[src/rtl/sorted_table_search_engine_unit_defines.svh]
// assertion macros shared by the search engine rtl
`ifndef SORTED_TABLE_SEARCH_ENGINE_UNIT_DEFINES_SVH
`define SORTED_TABLE_SEARCH_ENGINE_UNIT_DEFINES_SVH

// same-cycle implication, sampled on clk, off during rst
`define STSE_ASSERT_IMP(lbl, ante, cons) \
  lbl: assert property (@(posedge clk) disable iff (rst) (ante) |-> (cons)) \
    else $error("search engine assertion failed");

// next-cycle implication, sampled on clk, off during rst
`define STSE_ASSERT_NXT(lbl, ante, cons) \
  lbl: assert property (@(posedge clk) disable iff (rst) (ante) |=> (cons)) \
    else $error("search engine assertion failed");

`endif

[src/rtl/stse_pkg.sv]
// shared constants, codes and controller/datapath interface types
`default_nettype none
package stse_pkg;

  // table geometry
  localparam int TABLE_DEPTH = 1024;
  localparam int ADDR_W      = $clog2(TABLE_DEPTH);
  // signed search bound width: holds -1 .. TABLE_DEPTH
  localparam int BND_W       = ADDR_W + 2;

  // field widths
  localparam int DATA_W      = 32;
  localparam int IDX_FIELD_W = 10;
  localparam int POS_W       = 10;
  localparam int CNT_W       = 11;
  localparam int S_TDATA_W   = 48;
  localparam int M_TDATA_W   = 16;

  // opcodes carried in s_tuser
  localparam logic OP_LOAD   = 1'b0;
  localparam logic OP_SEARCH = 1'b1;

  // configuration register indexes
  localparam logic CFG_COUNT = 1'b0;
  localparam logic CFG_MODE  = 1'b1;

  // search modes
  localparam logic MODE_BIDIR   = 1'b0;
  localparam logic MODE_CLASSIC = 1'b1;

  // bound update selection
  typedef enum logic [2:0] {
    UPD_NONE,
    UPD_HI_LM,
    UPD_LO_LM,
    UPD_LO_RM,
    UPD_BOTH
  } upd_t;

  // result selection
  typedef enum logic [1:0] {
    RES_MISS,
    RES_LM,
    RES_RM
  } res_t;

  // commands from controller to datapath
  typedef struct packed {
    logic load;
    logic start;
    logic latch_mid;
    logic rd;
    logic rd_rm;
    logic latch_l;
    upd_t upd;
    logic res_set;
    res_t res_sel;
    logic push;
  } cmd_t;

  // status from datapath to controller
  typedef struct packed {
    logic mode;
    logic empty;
    logic rd_eq;
    logic rd_lt;
    logic lv_eq;
    logic lv_gt;
    logic out_full;
  } sts_t;

endpackage
`default_nettype wire

[src/rtl/stse_ctrl.sv]
// search controller: request intake and probe round sequencing
`default_nettype none
module stse_ctrl import stse_pkg::*; (
  input  wire logic clk,
  input  wire logic rst,
  input  wire logic s_tvalid,
  output      logic s_tready,
  input  wire logic opcode,
  input  wire sts_t sts,
  output      cmd_t cmd
);

  typedef enum logic [2:0] {
    ST_IDLE,
    ST_CHECK,
    ST_RD_L,
    ST_RD_R,
    ST_DONE
  } state_t;

  state_t state, state_next;

  // state register
  always_ff @(posedge clk) begin
    if (rst) begin
      state <= ST_IDLE;
    end else begin
      state <= state_next;
    end
  end

  assign s_tready = (state == ST_IDLE);

  // commands and next state
  always_comb begin
    state_next    = state;
    cmd.load      = 1'b0;
    cmd.start     = 1'b0;
    cmd.latch_mid = 1'b0;
    cmd.rd        = 1'b0;
    cmd.rd_rm     = 1'b0;
    cmd.latch_l   = 1'b0;
    cmd.upd       = UPD_NONE;
    cmd.res_set   = 1'b0;
    cmd.res_sel   = RES_MISS;
    cmd.push      = 1'b0;
    case (state)
      ST_IDLE: begin
        if (s_tvalid) begin
          if (opcode == OP_SEARCH) begin
            cmd.start  = 1'b1;
            state_next = ST_CHECK;
          end else begin
            cmd.load = 1'b1;
          end
        end
      end
      // range test and left (or only) probe read
      ST_CHECK: begin
        if (sts.empty) begin
          cmd.res_set = 1'b1;
          cmd.res_sel = RES_MISS;
          state_next  = ST_DONE;
        end else begin
          cmd.rd        = 1'b1;
          cmd.latch_mid = 1'b1;
          state_next    = ST_RD_L;
        end
      end
      ST_RD_L: begin
        if (sts.mode == MODE_CLASSIC) begin
          if (sts.rd_eq) begin
            cmd.res_set = 1'b1;
            cmd.res_sel = RES_LM;
            state_next  = ST_DONE;
          end else begin
            cmd.upd    = sts.rd_lt ? UPD_LO_LM : UPD_HI_LM;
            state_next = ST_CHECK;
          end
        end else begin
          cmd.latch_l = 1'b1;
          cmd.rd      = 1'b1;
          cmd.rd_rm   = 1'b1;
          state_next  = ST_RD_R;
        end
      end
      // both probes known: left match wins over right
      ST_RD_R: begin
        if (sts.lv_eq) begin
          cmd.res_set = 1'b1;
          cmd.res_sel = RES_LM;
          state_next  = ST_DONE;
        end else if (sts.rd_eq) begin
          cmd.res_set = 1'b1;
          cmd.res_sel = RES_RM;
          state_next  = ST_DONE;
        end else begin
          if (sts.lv_gt) begin
            cmd.upd = UPD_HI_LM;
          end else if (sts.rd_lt) begin
            cmd.upd = UPD_LO_RM;
          end else begin
            cmd.upd = UPD_BOTH;
          end
          state_next = ST_CHECK;
        end
      end
      ST_DONE: begin
        if (!sts.out_full) begin
          cmd.push   = 1'b1;
          state_next = ST_IDLE;
        end
      end
      default: state_next = ST_IDLE;
    endcase
  end

endmodule
`default_nettype wire

[config.mk]
export PLATFORM = sky130hd
export DESIGN_NAME = stse_ctrl
export DESIGN_NICKNAME = d
export VERILOG_FILES = /design/src/rtl/sorted_table_search_engine_unit_defines.svh /design/src/rtl/stse_pkg.sv /design/src/rtl/stse_ctrl.sv
export SDC_FILE = /design/constraint.sdc
export NUM_CORES = 1
export LEC_CHECK = 0
export ABC_CLOCK_PERIOD_IN_PS = 1280
export BUFFER_PORTS_ARGS = -buffer_cell sky130_fd_sc_hd__buf_2
export CAP_MARGIN = 20
export CORE_AREA = 2 2 39 41
export DETAILED_ROUTE_END_ITERATION = 6
export DIE_AREA = 0 0 41 43
export GPL_ROUTABILITY_DRIVEN = 0
export PLACE_DENSITY = 0.57
export SLEW_MARGIN = 40
export SYNTH_ARGS = -nofsm -noshare
export SYNTH_HDL_FRONTEND = slang
export SYNTH_SLANG_ARGS = --single-unit
[constraint.sdc]
create_clock -name clk -period 1.28 [get_ports clk]
set_input_delay 0.064 -clock clk [delete_from_list [all_inputs] [get_ports clk]]
set_output_delay 0.064 -clock clk [all_outputs]
set_load 0.02 [all_outputs]
== After elaboration in Yosys (flattened, before gate mapping) ==
Index checks and enable logic that the tools add are counted.
Operators by class
  equal/unequal tests: 7
  mux-type cells: 32
  reduce and logical (&&, ||, !) cells: 2
Operator list (number)
  two-way mux 3 bit: 16
  case mux 3 bit (5 select lines): 1
  two-way mux 2 bit: 6
  case mux 3 bit (3 select lines): 1
  equality test 3 x 2 -> 1 bit (second input constant): 2
  two-way mux 6 bit: 1
  case mux 3 bit (2 select lines): 1
  two-way mux 1 bit: 5
  != test 2 bit (second input constant): 2
  equality test 3 x 1 -> 1 bit (second input constant): 1
  equality test 3 bit (second input constant): 1
  logical NOT 3 bit: 1
  AND reduction 3 bit: 1
  != test 2 x 1 -> 1 bit (second input constant): 1
  case mux 1 bit (2 select lines): 1
Word-level totals
  bits in registers: 3
  output and inout port bits: 14

== Logic depth before layout (Yosys ltp) ==
  depth in word-level cells: 5
  depth in mapped cells: 4
  mapped depth without buffers: 3

== Worst setup path after synthesis ==
Ideal clock, no wire load.
  path kind: register to output
  start point: register state[2]
  end point: output port cmd[8] in the netlist's numbering
  data arrival time: 1563 ps
  required time: 1216 ps
  path slack: -347 ps
  cell stages (with the launch flop): 4
  buffers on the path: 2
  cells stage by stage: dfxtp_1 -> clkbuf_1 -> nor4_1 -> buf_4
RTL lines
  from (decl): line stse_ctrl.sv:21  | state_t state, state_next;
  from (signal assigned): line stse_ctrl.sv:28  | state <= state_next;
  to (decl): line stse_ctrl.sv:10  | output cmd_t cmd

==> run_results.csv <==
group,metric,value,unit
routing,firstDrtPassIters,4,
synth,synthArstFlopShare,0,%
clock_tree,numCtsBuffers,3,
cells_and_area,antennaDiodeCount,0,
synth,synth_area_leaders,"dfxtp_1 (19%), nand2_1 (7.2%), nor2_1 (7.2%)",
clock_tree,h-tree-depth,1,
cells_and_area,syn2layout_area_growth,133.9,%
global_route,grt-ovfl-total,0,
outcome,violations,"setup timing",
synth,synth_nets,58,
run,cap_violations,0,
routing,drt_iter0_drc,6,
clock_tree,clk_latency,0.25,ns
power,pwr-share-clk,33.0,%
setup_path,crit_path_end_kind,"output pin",
global_route,grt_pass1_wl,1731,um
routing,wire_per_inst,14.02,um
clock_tree,clk_pin_slew,0.04,ns
timing,rsz0062_at_grt,"true",
timing,holdWs,0.04074,ns
routing,antenna_left,0,
cells_and_area,final_util,53.07,%
cells_and_area,top_register,"state",
setup_path,required,1.22,ns
synth,synthFlopType,"dfxtp_1",
clock_tree,tritoncts,"built",
worst_hold_path,hold_path_class,"primary input to flop",
global_route,grt.total_usage,14.96,%
synth,syn_inst,47,
synth,netlist_area,314.1,um^2
place,dp_hpwl,724.8,um
place,place_ws,0.02945,ns
global_route,grt_max_degree,11,
timing,hold_violations,0,
power,vdd_ir_drop_max,0.3705,mV
synth,ys_seq_area_share,19.12,%
timing,maxSlewViolCount,0,
power,p_comb_share,45.6,%
clock_tree,cts_hold_buf,0,
cells_and_area,fin_area,734.5,um^2
timing,timing.final.crit_share,112.8,%
power,p_sw,0.0001987,W
setup_path,cp-start-kind,"flop",
floorplanning,core,1384,um^2
power,p_seq_share,21.5,%
synth,synth-edff-count,0,
place,dp.cells,87,
synth,yosysWarnings,0,
setup_path,cp.arrival,1.38,ns
power,powerDensity,732.0,nW/um^2
floorplanning,initial_utilization,22.69,%
routing,routed_wl,1388,um
setup_path,criticalPathCategory,"flop to output pin",
cells_and_area,final_nets,95,
setup_path,path_max_fanout,5,
cells_and_area,layout-drive-gt1-share,67.47,%
floorplanning,die_w,41,um
cells_and_area,largest_reg_flops,3,
clock_tree,cts_max_path_buffers,2,
timing,fmax,692.4,MHz
routing,drc,0,
floorplanning,rows,14,
synth,syn_area_per_cell,6.682,um^2
floorplanning,die_area,1763,um^2
cells_and_area,fillers,148,
synth,yosysUniqueCellTypes,25,
place,io_buffers,24,
timing,maxSlewHeadroom,84.76,%
power,p_leak,0.3355,nW
power,internal_power,0.0003389,W
global_route,antenna_found_initial,0,
cells_and_area,final_cells,99,
synth,synthTopCellsByCount,"nand2_1 (6), nor2_1 (6), a21oi_1 (4)",
floorplanning,die_h,43,um
global_route,grt_pass1_vias,422,
timing,fin_crit,1.444,ns
timing,timing.final.ws_setup,-0.1642,ns
synth,synth_seq_cells,3,
routing,via_per_inst,5.162,
timing,setup_viol,10,
synth,synth_top_area_cell,"dfxtp_1",
timing,finalClockSkew,0.004863,ns
outcome,status,"finished, violations left",
power,switching_share,36.96,%
timing,tightest_slew,0.2269,ns
place,dpl_cell_area,475.5,um^2
floorplanning,io_pins,25,
synth,yosysTopAreaCellShare,19.12,%
routing,num_vias,511,
cells_and_area,reg_top3,"state x3",
clock_tree,cts_sinks,3,
clock_tree,root_buffer,"clkbuf_4",
-- per-layer routing --
layer,GRT usage (%),share of wire [%]
met2,22.81,56
met5,0,0
met1,16.72,35
met4,10.00,1.5
met3,4.712,7.6
-- metrics by stage --
step                      TNS, ns  power (W)
after floorplan           -0.2330  0.0002056
after global placement          0  0.0002683
after detailed placement        0  0.0002690
after CTS                 -0.7141  0.0004948
after global routing       -1.623  0.0005647
final                     -0.9634  0.0005376
-- what timing repair did --
action | 4_1_cts | 5_1_grt
buffers inserted | 6 | 3
cloned | 0 | 1
resized for setup | 21 | 21
endpoints found under the setup margin | 12 | 13
pin swaps | 6 | 8
-- cells by family (layout without fill, tap and decap cells) --
kind of cell,after synthesis,in the layout,synth area share [%]
mux,1,1,3.585
buf+inv,7,43,11.15
compound gates,10,10,21.12
flops,3,3,19.12
simple gates,26,26,45.02
-- power by group through the flow --
stage	logic, W	clock network [W]	registers, W
floorplan	0.0000985	0	0.000107
global placement	0.000158	0	0.000110
detailed placement	0.000159	0	0.000110
CTS	0.000208	0.000176	0.000111
global route	0.000260	0.000189	0.000115
finish	0.000245	0.000177	0.000115
-- final cells by class --
cell class	instances	area, um^2	area share [%]
clock buffers	4	26.28	3.578
inverters	3	11.26	1.533
well taps	16	20.02	2.726
flip-flops and latches	3	68.82	9.370
repair buffers	36	267.8	36.46
multi-input cells	37	340.3	46.34
-- worst max-delay path, cell delays in order, from the launching register on --
cell and delay, ns:
dfxtp_2 0.34, or4_4 0.51, a21oi_2 0.16, buf_6 0.13
-- cells in the final DEF (no fill, tap or decap), types with 3 or more instances in the layout --
master | synthesis | routed
buf_4 | 2 | 15
buf_2 | 1 | 13
buf_6 | 0 | 8
nand2_1 | 6 | 5
nor2_1 | 6 | 5
a21oi_1 | 4 | 3
clkbuf_4 | 0 | 3
-- path summary, 6_finish.rpt --
path / start / to / slack (ns) / cells past startpoint
worst max-delay path: state[2] / cmd[4] / -0.16 / 3
worst min-delay path: rst / state[2] / 0.04 / 2
worst max register to register: state[1] / state[2] / 0.06 / 5
worst min register to register: state[2] / state[1] / 0.66 / 2
No activity file was read; power rests on OpenSTA's default activity.
